<file path="src/hdl/bcpg_pkg.sv">
`default_nettype none
package bcpg_pkg;

	localparam int DEF_MAX_POINTS = 20;
	localparam int DEF_FRAC_BITS  = 24;
	localparam int COORD_W        = 16;
	// A coordinate times a 16-bit scale, divided by 256.
	localparam int SCALED_W       = 24;
	localparam logic [15:0] VIEW_SCALE_RESET = 16'd256;

	typedef enum logic [3:0] {
		ST_IDLE,
		ST_LEN_RD,
		ST_LEN_MUL,
		ST_LEN_ACC,
		ST_NORM,
		ST_STEP,
		ST_TERM,
		ST_MUL,
		ST_WB,
		ST_PROD,
		ST_ACC,
		ST_FIN
	} bcpg_state_t;

	typedef struct packed {
		logic load;
		logic scan_init;
		logic eval_init;
		logic len_mul;
		logic len_acc;
		logic norm;
		logic set_step;
		logic term_init;
		logic mul;
		logic wb;
		logic prod;
		logic acc;
		logic fin;
	} bcpg_cmd_t;

	typedef struct packed {
		logic active;
		logic len_last;
		logic norm_found;
		logic single_point;
		logic mul_last;
		logic term_last;
		logic out_busy;
	} bcpg_status_t;

endpackage
`default_nettype wire

</file>
<file path="src/hdl/bcpg_ctrl.sv">
`default_nettype none
module bcpg_ctrl (
	input  wire                   clk,
	input  wire                   arst_n,
	input  wire                   in_valid,
	input  wire                   func,
	input  wire                   last_point,
	input  bcpg_pkg::bcpg_status_t st,
	output logic                  in_ready,
	output bcpg_pkg::bcpg_cmd_t   cmd
);
	import bcpg_pkg::*;

	bcpg_state_t state_q;
	bcpg_state_t state_d;

	always_ff @(posedge clk or negedge arst_n) begin
		if (!arst_n) begin
			state_q <= ST_IDLE;
		end else begin
			state_q <= state_d;
		end
	end

	always_comb begin
		state_d = state_q;
		case (state_q)
			ST_IDLE: begin
				if (in_valid) begin
					if (!func && !st.active && last_point) begin
						state_d = ST_LEN_RD;
					end else if (func && st.active) begin
						state_d = ST_TERM;
					end
				end
			end
			ST_LEN_RD:  state_d = ST_LEN_MUL;
			ST_LEN_MUL: state_d = ST_LEN_ACC;
			ST_LEN_ACC: state_d = st.len_last ? ST_NORM : ST_LEN_RD;
			ST_NORM: begin
				if (st.norm_found) begin
					state_d = ST_STEP;
				end
			end
			ST_STEP: state_d = ST_IDLE;
			ST_TERM: state_d = st.single_point ? ST_WB : ST_MUL;
			ST_MUL: begin
				if (st.mul_last) begin
					state_d = ST_WB;
				end
			end
			ST_WB:   state_d = ST_PROD;
			ST_PROD: state_d = ST_ACC;
			ST_ACC:  state_d = st.term_last ? ST_FIN : ST_TERM;
			ST_FIN: begin
				if (!st.out_busy) begin
					state_d = ST_IDLE;
				end
			end
			default: state_d = ST_IDLE;
		endcase
	end

	always_comb begin
		in_ready = 1'b0;
		cmd      = '0;
		case (state_q)
			ST_IDLE: begin
				in_ready = 1'b1;
				if (in_valid) begin
					if (!func && !st.active) begin
						cmd.load      = 1'b1;
						cmd.scan_init = last_point;
					end else if (func && st.active) begin
						cmd.eval_init = 1'b1;
					end
				end
			end
			ST_LEN_RD:  ;
			ST_LEN_MUL: cmd.len_mul   = 1'b1;
			ST_LEN_ACC: cmd.len_acc   = 1'b1;
			ST_NORM:    cmd.norm      = 1'b1;
			ST_STEP:    cmd.set_step  = 1'b1;
			ST_TERM:    cmd.term_init = 1'b1;
			ST_MUL:     cmd.mul       = 1'b1;
			ST_WB:      cmd.wb        = 1'b1;
			ST_PROD:    cmd.prod      = 1'b1;
			ST_ACC:     cmd.acc       = 1'b1;
			ST_FIN:     cmd.fin       = !st.out_busy;
			default:    ;
		endcase
	end

endmodule
`default_nettype wire

</file>
<file path="config.mk">
export PLATFORM = sky130hd
export DESIGN_NAME = bcpg_ctrl
export DESIGN_NICKNAME = d
export VERILOG_FILES = /design/src/hdl/bcpg_pkg.sv /design/src/hdl/bcpg_ctrl.sv
export SDC_FILE = /design/constraint.sdc
export NUM_CORES = 1
export LEC_CHECK = 0
export BUFFER_PORTS_ARGS = -buffer_cell sky130_fd_sc_hd__buf_2
export CORE_AREA = 2 2 39 41
export CTS_CLUSTER_SIZE = 8
export DETAILED_ROUTE_END_ITERATION = 10
export DIE_AREA = 0 0 41 43
export PLACE_DENSITY = 0.7
export REMOVE_ABC_BUFFERS = 1
export SLEW_MARGIN = 10
export SYNTH_ARGS = -nofsm -noshare
export SYNTH_HDL_FRONTEND = slang
export SYNTH_SLANG_ARGS = --single-unit
</file>
<file path="constraint.sdc">
create_clock -name clk -period 3.25 [get_ports clk]
set_input_delay 0.325 -clock clk [delete_from_list [all_inputs] [get_ports clk]]
set_output_delay 0.325 -clock clk [all_outputs]
set_load 0.01 [all_outputs]
</file>
==> results.tsv, run 1 <==
stage	metric	value	unit
run_status	status	finished clean	
floorplanning	# rows	14	
floorplanning	die width	41	µm
layout	Design Area, Final	646	µm²
global_routing	largest net degree at the start of global routing	20	
clocking	CTS Root Cell	clkbuf_4	
worst_setup_path	WP data required	2.92	ns
worst_setup_path	crit path DAT	1.61	ns
routing	DRC	0	
worst_hold_path	cell depth of the worst min-delay path	3	
worst_setup_path	FF-to-FF setup slack	1.43	ns
sta	fin. max-slew vios	0	
sta	Slew @ Worst Pin	0.547	ns
synth	register area share after synthesis	20.4	%
routing	vias per cell	5.47	
global_routing	gr ovfl total	0	
worst_setup_path	CP max FO	19	
synth	post-synth cell types	33	
placed_design	GPL Wtd Cong	0.813	
synth	cells after synthesis	70	
clocking	number of buffers created by CTS	3	
synth	most common library cells after synthesis	12 x nor2_1, 7 x nand2_1, 6 x nor3_1	
sta	Relative slew margins	63.5	%
power	P_leak	0.000306	µW
layout	area grow syn2layout	31.3	%
clocking	clk slew on worst S/H paths	0.04	ns
worst_hold_path	min-delay worst type	in2reg	
worst_setup_path	worst r2r src	state_q[2]	
routing	detailed-route via count	602	
worst_setup_path	R2R depth	4	
sta	Final Critical Period	1.94	ns
clocking	CTS tree	built	
layout	max reg flops	4	
floorplanning	initial core utilization	35.5	%
global_routing	vias in the first global route	488	
layout	fraction of layout cells with a size suffix above 1	34.0	%
worst_hold_path	Hold Path End	state_q[3]	
layout	NumNets Final	108	
clocking	Worst-Skew Late Latency	0.24	ns
global_routing	first-pass GRT wire length	2.12	mm
floorplanning	Die H	43	µm
clocking	htree depth	1	
worst_hold_path	min-delay src	st[0]	
sta	Setup TNS	0	ns
layout	Inserted Diodes	0	
placed_design	PortBufs	25	
routing	Routed Antenna Nets	0	
placed_design	Area after DPL	613	µm²
floorplanning	Core Area	1380	µm²
routing	WL final	1.31	mm
routing	WL/cell	11.9	µm
worst_setup_path	startpoint type of the worst setup path	flip-flop	
sta	post-route clock period utilization	59.5	%
routing	Starting DRT DRC Count	9	
power	Max IR drop VDD	301	µV
synth	Main synth FF type	dfrtp_1	
synth	Post-synth EDFFs	0	
worst_setup_path	Critical Path End Type	primary output	
synth	post-synth top area share	20.4	%
synth	yosys warns	0	
synth	most common cell in the synthesized netlist	nor2_1	
synth	Seq cells post-synth	4	
clocking	PostCTS Resize Cnt	0	
layout	largest register by flop count	state_q	
global_routing	global-route usage over all layers	17.3	%
power	pwr dens	802	nW/µm²
sta	Clock Skews	0.00651	ns
worst_setup_path	reg-to-reg endpoint	state_q[0]	
sta	RSZ-0062 raised after global routing	no	
flow_run	max_cap viols	0	
routing	total iterations of the first detailed-routing run	4	
clocking	Num Clock Sinks	4	
sta	Fin. Hold Viols	0	
placed_design	Final HPWL DP	990	µm
synth	mean area per synthesized cell	7.02	µm²
floorplanning	Ports	26	
floorplanning	die area	1760	µm²
clocking	CTS max path bufs	2	
global_routing	initial antenna violation count	0	
synth	Mapped Area	492	µm²
worst_setup_path	critical path class	reg2out	
synth	post-synth top area cell	dfrtp_1	
sta	fmax	517	MHz
layout	Core Util, Final	46.7	%
synth	top cells by area, synth	dfrtp_1 20%, nor2_1 9.2%, nor3_1 6.1%	
layout	Largest regs	state_q: 4 flops	
synth	Synth async-reset ratio	100	%
sta	final setup violation count	0	
## power breakdown
group	internal (µW)	total (µW)	switching, µW	leakage, µW
combinational	157	306	149	0.000242
sequential	70.1	151	81.0	0.0000510
clock	41.2	60.7	19.5	0.0000138
## timing repair
item | in CTS | in global routing
endpoints found under the hold margin | 4 | 0
setup buffers | 0 | 0
hold buffers | 1 | 0
## worst max-delay path, stage by stage, from the launching register on
cell	delay (ns)
dfrtp_1	0.57
nor2_1	0.24
nand3_1	0.12
inv_1	0.08
nand2_1	0.08
nor3_1	0.12
buf_2	0.15
## layout make-up
type | count | area, µm²
tap | 16 | 20.0
inverter | 4 | 15.0
fill | 157 | 738
clock buffer | 3 | 22.5
multi-input combinational | 57 | 353
timing repair buffer | 26 | 135
sequential | 4 | 100
## per-layer routing
layer  GRT usage [%]  vias up  wire, µm
li1                -      305         -
met1            23.1      271       592
met2            26.9       24       606
met3            3.14        2        95
met4            6.00        0        17
met5               0        -         0
## how the worst max path moves through the flow
stage | to | startpoint
floorplan | state_q[2] | state_q[2]
global route | cmd[12] | state_q[2]
global placement | state_q[2] | state_q[2]
finish | cmd[12] | state_q[2]
detailed placement | state_q[0] | state_q[2]
CTS | cmd[12] | state_q[2]
## layout by cell type, fill, tap and decap left out, drive strengths merged, types with 2 or more instances in the layout
master / Yosys / layout
buf: 2 / 25
nor2: 12 / 12
nand2: 7 / 7
nor3: 6 / 6
inv: 4 / 4
a21oi: 4 / 4
dfrtp: 4 / 4
o21ai: 3 / 3
clkbuf: 3 / 3
nand3b: 2 / 2
o32a: 2 / 2
or3b: 2 / 2
mux2: 2 / 2
## logic make-up after synthesis
logic type / Yosys count / synth area share, %
and+or+nand+nor: 34 / 34.9
AOI/OAI and AO/OA: 20 / 29.5
buffers and inverters: 9 / 7.89
DFF: 4 / 20.4
muxes: 3 / 7.38
## per-stage QoR
stage	std cells	hold WS [ns]	total power, µW	setup WS [ns]
2_1_floorplan	65	0.0294	359	1.61
3_3_place_gp	106	0.132	447	1.51
3_5_place_dp	106	0.129	454	1.44
4_1_cts	110	0.330	518	1.32
5_1_grt	110	0.380	571	1.15
6_report	110	0.332	518	1.31
Power figures use the tool's default switching activity.
==> run 2: changes to the inputs <==
Settings changed: PLACE_DENSITY 0.7 to 0.72.
Clock period 3.25 ns to 1.6 ns, I/O delays scaled along.
==> results.tsv, run 2 (synthesis results as in run 1) <==
stage	metric	value	unit
run_status	status	finished clean	
sta	Fin. Hold Viols	0	
worst_hold_path	cell depth of the worst min-delay path	3	
clocking	clk slew on worst S/H paths	0.04	ns
layout	max reg flops	4	
worst_setup_path	Critical Path End Type	flip-flop	
routing	WL final	1.47	mm
worst_setup_path	CP max FO	5	
worst_setup_path	top cell family by delay on the critical path	flip-flops	
worst_setup_path	R2R depth	4	
floorplanning	Die H	43	µm
layout	Largest regs	state_q: 4 flops	
placed_design	Final HPWL DP	1.06	mm
clocking	htree depth	1	
worst_setup_path	Slowest cell on crit path	dfrtp_2	
floorplanning	die area	1760	µm²
clocking	number of buffers created by CTS	3	
sta	post-route clock period utilization	98.2	%
floorplanning	Core Area	1380	µm²
layout	most frequent cells in the layout	25 x buf_2, 11 x nor2_1, 11 x buf_4	
placed_design	PortBufs	25	
layout	most common cell after layout, fill and taps aside	buf_2	
global_routing	grt met3 use	5.24	%
placed_design	GPL Wtd Cong	0.871	
global_routing	GRT met1 Usage	25.5	%
power	Combinational Power Share	73.9	%
sta	Slew @ Worst Pin	0.386	ns
worst_setup_path	Worst Path Buf+Inv	0	
routing	Starting DRT DRC Count	11	
layout	Inserted Diodes	0	
placed_design	pre-CTS setup slack	0.0492	ns
sta	final setup violation count	0	
global_routing	global-route usage over all layers	18.4	%
layout	fraction of layout cells with a size suffix above 1	55.1	%
routing	DRC	0	
global_routing	gr ovfl total	0	
worst_setup_path	CP cell instances	or3b_1 -> a21o_1 -> o31a_1 -> mux2_4	
worst_setup_path	FF-to-FF setup slack	0.03	ns
sta	Worst Slack Setup Final	0.0285	ns
sta	Final Critical Period	1.57	ns
layout	largest register by flop count	state_q	
placed_design	Area after DPL	688	µm²
sta	hold slack	0.183	ns
worst_setup_path	CP Launch Point	state_q[3]	
floorplanning	Ports	26	
worst_hold_path	min-delay worst type	in2reg	
routing	vias per cell	5.39	
worst_setup_path	worst r2r src	state_q[3]	
clocking	CTS max path bufs	2	
routing	detailed-route via count	663	
power	Sw Pwr	604	µW
power	pwr dens	1660	nW/µm²
global_routing	largest net degree at the start of global routing	14	
sta	RSZ-0062 raised after global routing	yes	
sta	Relative slew margins	73.9	%
layout	Design Area, Final	807	µm²
power	P_leak	0.000386	µW
worst_setup_path	critical path depth	4	
floorplanning	initial core utilization	35.5	%
global_routing	first-pass GRT wire length	2.25	mm
routing	WL/cell	11.9	µm
sta	Clock Skews	0.00437	ns
layout	area grow syn2layout	64.1	%
global_routing	grt met2 use	24.4	%
sta	fin. max-slew vios	0	
layout	Core Util, Final	58.3	%
layout	Fill cells	134	
global_routing	GRT Max-Usage Layer	met1	
power	P_int	736	µW
power	Clk pwr share	9.0	%
power	Max IR drop VDD	832	µV
layout	NumNets Final	121	
routing	total iterations of the first detailed-routing run	4	
floorplanning	# rows	14	
worst_setup_path	startpoint type of the worst setup path	flip-flop	
sta	fmax	636	MHz
worst_setup_path	WP data required	1.71	ns
floorplanning	die width	41	µm
global_routing	vias in the first global route	548	
clocking	Num Clock Sinks	4	
power	sw frac	45.1	%
worst_setup_path	CP max stage delay	0.45	ns
worst_hold_path	min-delay src	st[0]	
global_routing	initial antenna violation count	0	
clocking	CTS tree	built	
clocking	CTS Root Cell	clkbuf_4	
routing	Routed Antenna Nets	0	
clocking	Worst-Skew Late Latency	0.23	ns
flow_run	max_cap viols	0	
worst_setup_path	critical path class	reg2reg	
power	share of power burned in registers	17.0	%
worst_setup_path	crit path DAT	1.68	ns
==> run 2: changes by cell type in the layout (fill, tap and decap cells not counted), moves of 2 or more <==
| cell | previous run | this run |
|---|---|---|
| nand2_1 | 7 | 5 |
| nand2_2 | 0 | 2 |
| dfrtp_1 | 4 | 1 |
| nor3_1 | 6 | 2 |
| nor3_2 | 0 | 4 |
| dfrtp_2 | 0 | 3 |
| buf_4 | 0 | 11 |
| buf_6 | 0 | 2 |
==> run 2: layout make-up <==
class | instances | area [µm²] | area share [%]
multi-input combinational | 57 | 403 | 49.9
inverter | 4 | 17.5 | 2.17
sequential | 4 | 104 | 12.9
timing repair buffer | 39 | 240 | 29.8
clock buffer | 3 | 22.5 | 2.79
tap | 16 | 20.0 | 2.48
==> run 2: path summary, 6_finish.rpt <==
kind,endpoint
hold reg to reg,state_q[1]
max in group asynchronous,state_q[0]
setup reg to reg,state_q[2]
setup / recovery,state_q[2]
min in group asynchronous,state_q[2]
hold / removal,state_q[3]
==> run 2: per-stage QoR <==
stage / power, µW / std cells / setup TNS, ns
floorplan: 728 / 65 / -0.0397
global placement: 1030 / 116 / 0
detailed placement: 1050 / 116 / 0
CTS: 1190 / 121 / 0
global route: 1460 / 123 / -0.0110
finish: 1340 / 123 / 0
==> run 2: repair_timing <==
item,CTS,global route
hold buffers,1,0
endpoints found under the setup margin,3,11
setup buffers,1,2
hold endpoints to repair,4,0
pin swaps,0,1
resized for setup,2,19
==> run 2: worst register-to-register path: stages, from the launching register on <==
cell	delay (ns)
dfrtp_2	0.45
or3b_1	0.39
a21o_1	0.20
o31a_1	0.12
mux2_4	0.30
==> run 2: routing by layer <==
metal,up-vias,wire length [µm]
met3,2,64
met5,-,0
li1,333,-
met1,308,668
met4,0,14
met2,20,722
==> run 2: power groups by stage <==
| stage | clock, µW | combinational [µW] | sequential (µW) |
|---|---|---|---|
| after detailed placement | 0 | 823 | 222 |
| after CTS | 126 | 849 | 220 |
| final | 121 | 991 | 228 |
| after global placement | 0 | 818 | 216 |
| after global routing | 142 | 1090 | 236 |
| after floorplan | 0 | 469 | 259 |
==> run 3: changes to the inputs <==
--- a/config.mk
+++ b/config.mk
@@ -8,7 +8,9 @@
 export BUFFER_PORTS_ARGS = -buffer_cell sky130_fd_sc_hd__buf_2
-export CORE_AREA = 2 2 39 41
+export CELL_PAD_IN_SITES_DETAIL_PLACEMENT = 1
+export CELL_PAD_IN_SITES_GLOBAL_PLACEMENT = 1
+export CORE_MARGIN = 2
+export CORE_UTILIZATION = 26
 export CTS_CLUSTER_SIZE = 8
 export DETAILED_ROUTE_END_ITERATION = 10
-export DIE_AREA = 0 0 41 43
-export PLACE_DENSITY = 0.72
+export PLACE_DENSITY = 0.75
 export REMOVE_ABC_BUFFERS = 1
==> constraint.sdc (replaced) <==
create_clock -name clk -period 1.6 [get_ports clk]
set_input_delay 0.08 -clock clk [delete_from_list [all_inputs] [get_ports clk]]
set_output_delay 0.08 -clock clk [all_outputs]
set_load 0.01 [all_outputs]
==> results.tsv, run 3 (synthesis results as in run 1) <==
stage	metric	value	unit
global_routing	GRT Max-Usage Layer	met2	
clocking	CTS Root Cell	clkbuf_4	
floorplanning	Ports	26	
layout	Inserted Diodes	0	
power	Combinational Power Share	71.0	%
routing	WL final	1.67	mm
clocking	Num Clock Sinks	4	
power	P_leak	0.000349	µW
layout	fraction of layout cells with a size suffix above 1	46.1	%
sta	post-route clock period utilization	97.0	%
global_routing	global-route usage over all layers	16.0	%
routing	WL/cell	13.1	µm
floorplanning	die width	47.5	µm
sta	Final Critical Period	1.55	ns
sta	Setup TNS	0	ns
power	Max IR drop VDD	518	µV
sta	Worst Slack Setup Final	0.0474	ns
power	share of power burned in registers	19.3	%
routing	total iterations of the first detailed-routing run	4	
sta	Relative slew margins	71.2	%
clocking	clk slew on worst S/H paths	0.04	ns
clocking	htree depth	1	
layout	area grow syn2layout	49.4	%
placed_design	Final HPWL DP	1.29	mm
floorplanning	Core Area	1750	µm²
sta	Fin. Hold Viols	0	
floorplanning	die area	2260	µm²
floorplanning	initial core utilization	28.2	%
worst_hold_path	min-delay worst type	in2reg	
routing	DRC	0	
floorplanning	Die H	47.5	µm
sta	hold slack	0.136	ns
placed_design	PortBufs	25	
layout	most common cell after layout, fill and taps aside	buf_2	
sta	RSZ-0062 raised after global routing	yes	
sta	Clock Skews	0.00466	ns
global_routing	grt met3 use	3.40	%
clocking	CTS max path bufs	2	
worst_setup_path	critical path class	reg2reg	
clocking	CTS tree	built	
sta	Slew @ Worst Pin	0.426	ns
global_routing	first-pass GRT wire length	2.60	mm
placed_design	pre-CTS setup slack	-0.0333	ns
flow_run	max_cap viols	0	
global_routing	largest net degree at the start of global routing	15	
worst_setup_path	CP max FO	7	
global_routing	gr ovfl total	0	
global_routing	vias in the first global route	603	
worst_setup_path	Critical Path End Type	flip-flop	
worst_setup_path	WP data required	1.71	ns
worst_setup_path	crit path DAT	1.66	ns
worst_setup_path	startpoint type of the worst setup path	flip-flop	
sta	fin. max-slew vios	0	
power	Clk pwr share	9.7	%
power	pwr dens	1700	nW/µm²
run_status	status	finished clean	
clocking	Worst-Skew Late Latency	0.23	ns
clocking	number of buffers created by CTS	3	
layout	largest register by flop count	state_q	
layout	max reg flops	4	
routing	Routed Antenna Nets	0	
layout	most frequent cells in the layout	25 x buf_2, 11 x nor2_1, 8 x buf_4	
power	sw frac	47.1	%
power	Sw Pwr	587	µW
sta	fmax	644	MHz
power	P_int	660	µW
global_routing	GRT met1 Usage	21.9	%
floorplanning	# rows	15	
global_routing	initial antenna violation count	0	
routing	Starting DRT DRC Count	7	
placed_design	GPL Wtd Cong	0.834	
global_routing	grt met2 use	26.8	%
sta	final setup violation count	0	
layout	Largest regs	state_q: 4 flops	
routing	vias per cell	5.08	
routing	detailed-route via count	645	
layout	NumNets Final	116	
-- run 3: path summary, 6_finish.rpt --
path | startpoint | depth (start not counted) | slack, ns | to
max | state_q[2] | 4 | 0.05 | state_q[2]
min | st[0] | 3 | 0.14 | state_q[3]
max reg2reg | state_q[2] | 4 | 0.05 | state_q[2]
min reg2reg | state_q[2] | 1 | 0.65 | state_q[2]
max in group asynchronous | arst_n | 2 | 1.29 | state_q[0]
min in group asynchronous | arst_n | 2 | 0.18 | state_q[3]
-- run 3: layout make-up --
cell class	instances	area, µm²
clock buffers	3	22.5
fillers	241	1010
inverters	4	15.0
multi-input cells	57	368
flip-flops and latches	4	103
well taps	25	31.3
repair buffers	34	195
-- run 3: power groups by stage --
stage / Sequential, µW / Clock [µW] / Combinational [µW]
global route: 248 / 138 / 968
floorplan: 259 / 0 / 469
global placement: 223 / 0 / 798
CTS: 235 / 128 / 826
finish: 241 / 121 / 886
detailed placement: 232 / 0 / 813
-- run 3: routing by layer --
metal / up-vias / wire (µm) / part of all wire, %
li1: 322 / - / -
met1: 315 / 772 / 46
met2: 8 / 849 / 51
met3: 0 / 46 / 2.8
met4: 0 / 0 / 0
met5: - / 0 / 0
-- run 3: repair_timing --
action                     CTS  global route
setup buffers                0             1
pin swaps                    0             1
resized for setup            4             8
setup endpoints to repair    6             8
hold buffers                 1             0
hold endpoints to repair     4             0
-- run 3: critical path, cell delays in order (launching register included) --
cell and delay, ns:
dfrtp_2 0.44, or3b_1 0.36, a21o_1 0.20, o31a_1 0.13, mux2_4 0.30
-- run 3: per-stage QoR --
stage	total power, µW	util (%)	instances	cell area, µm²
final	1250	42.1	127	734
after CTS	1190	40.7	126	711
after global placement	1020	38.8	122	677
after floorplan	728	-	65	468
after detailed placement	1050	38.8	122	677
after global routing	1350	42.1	127	734
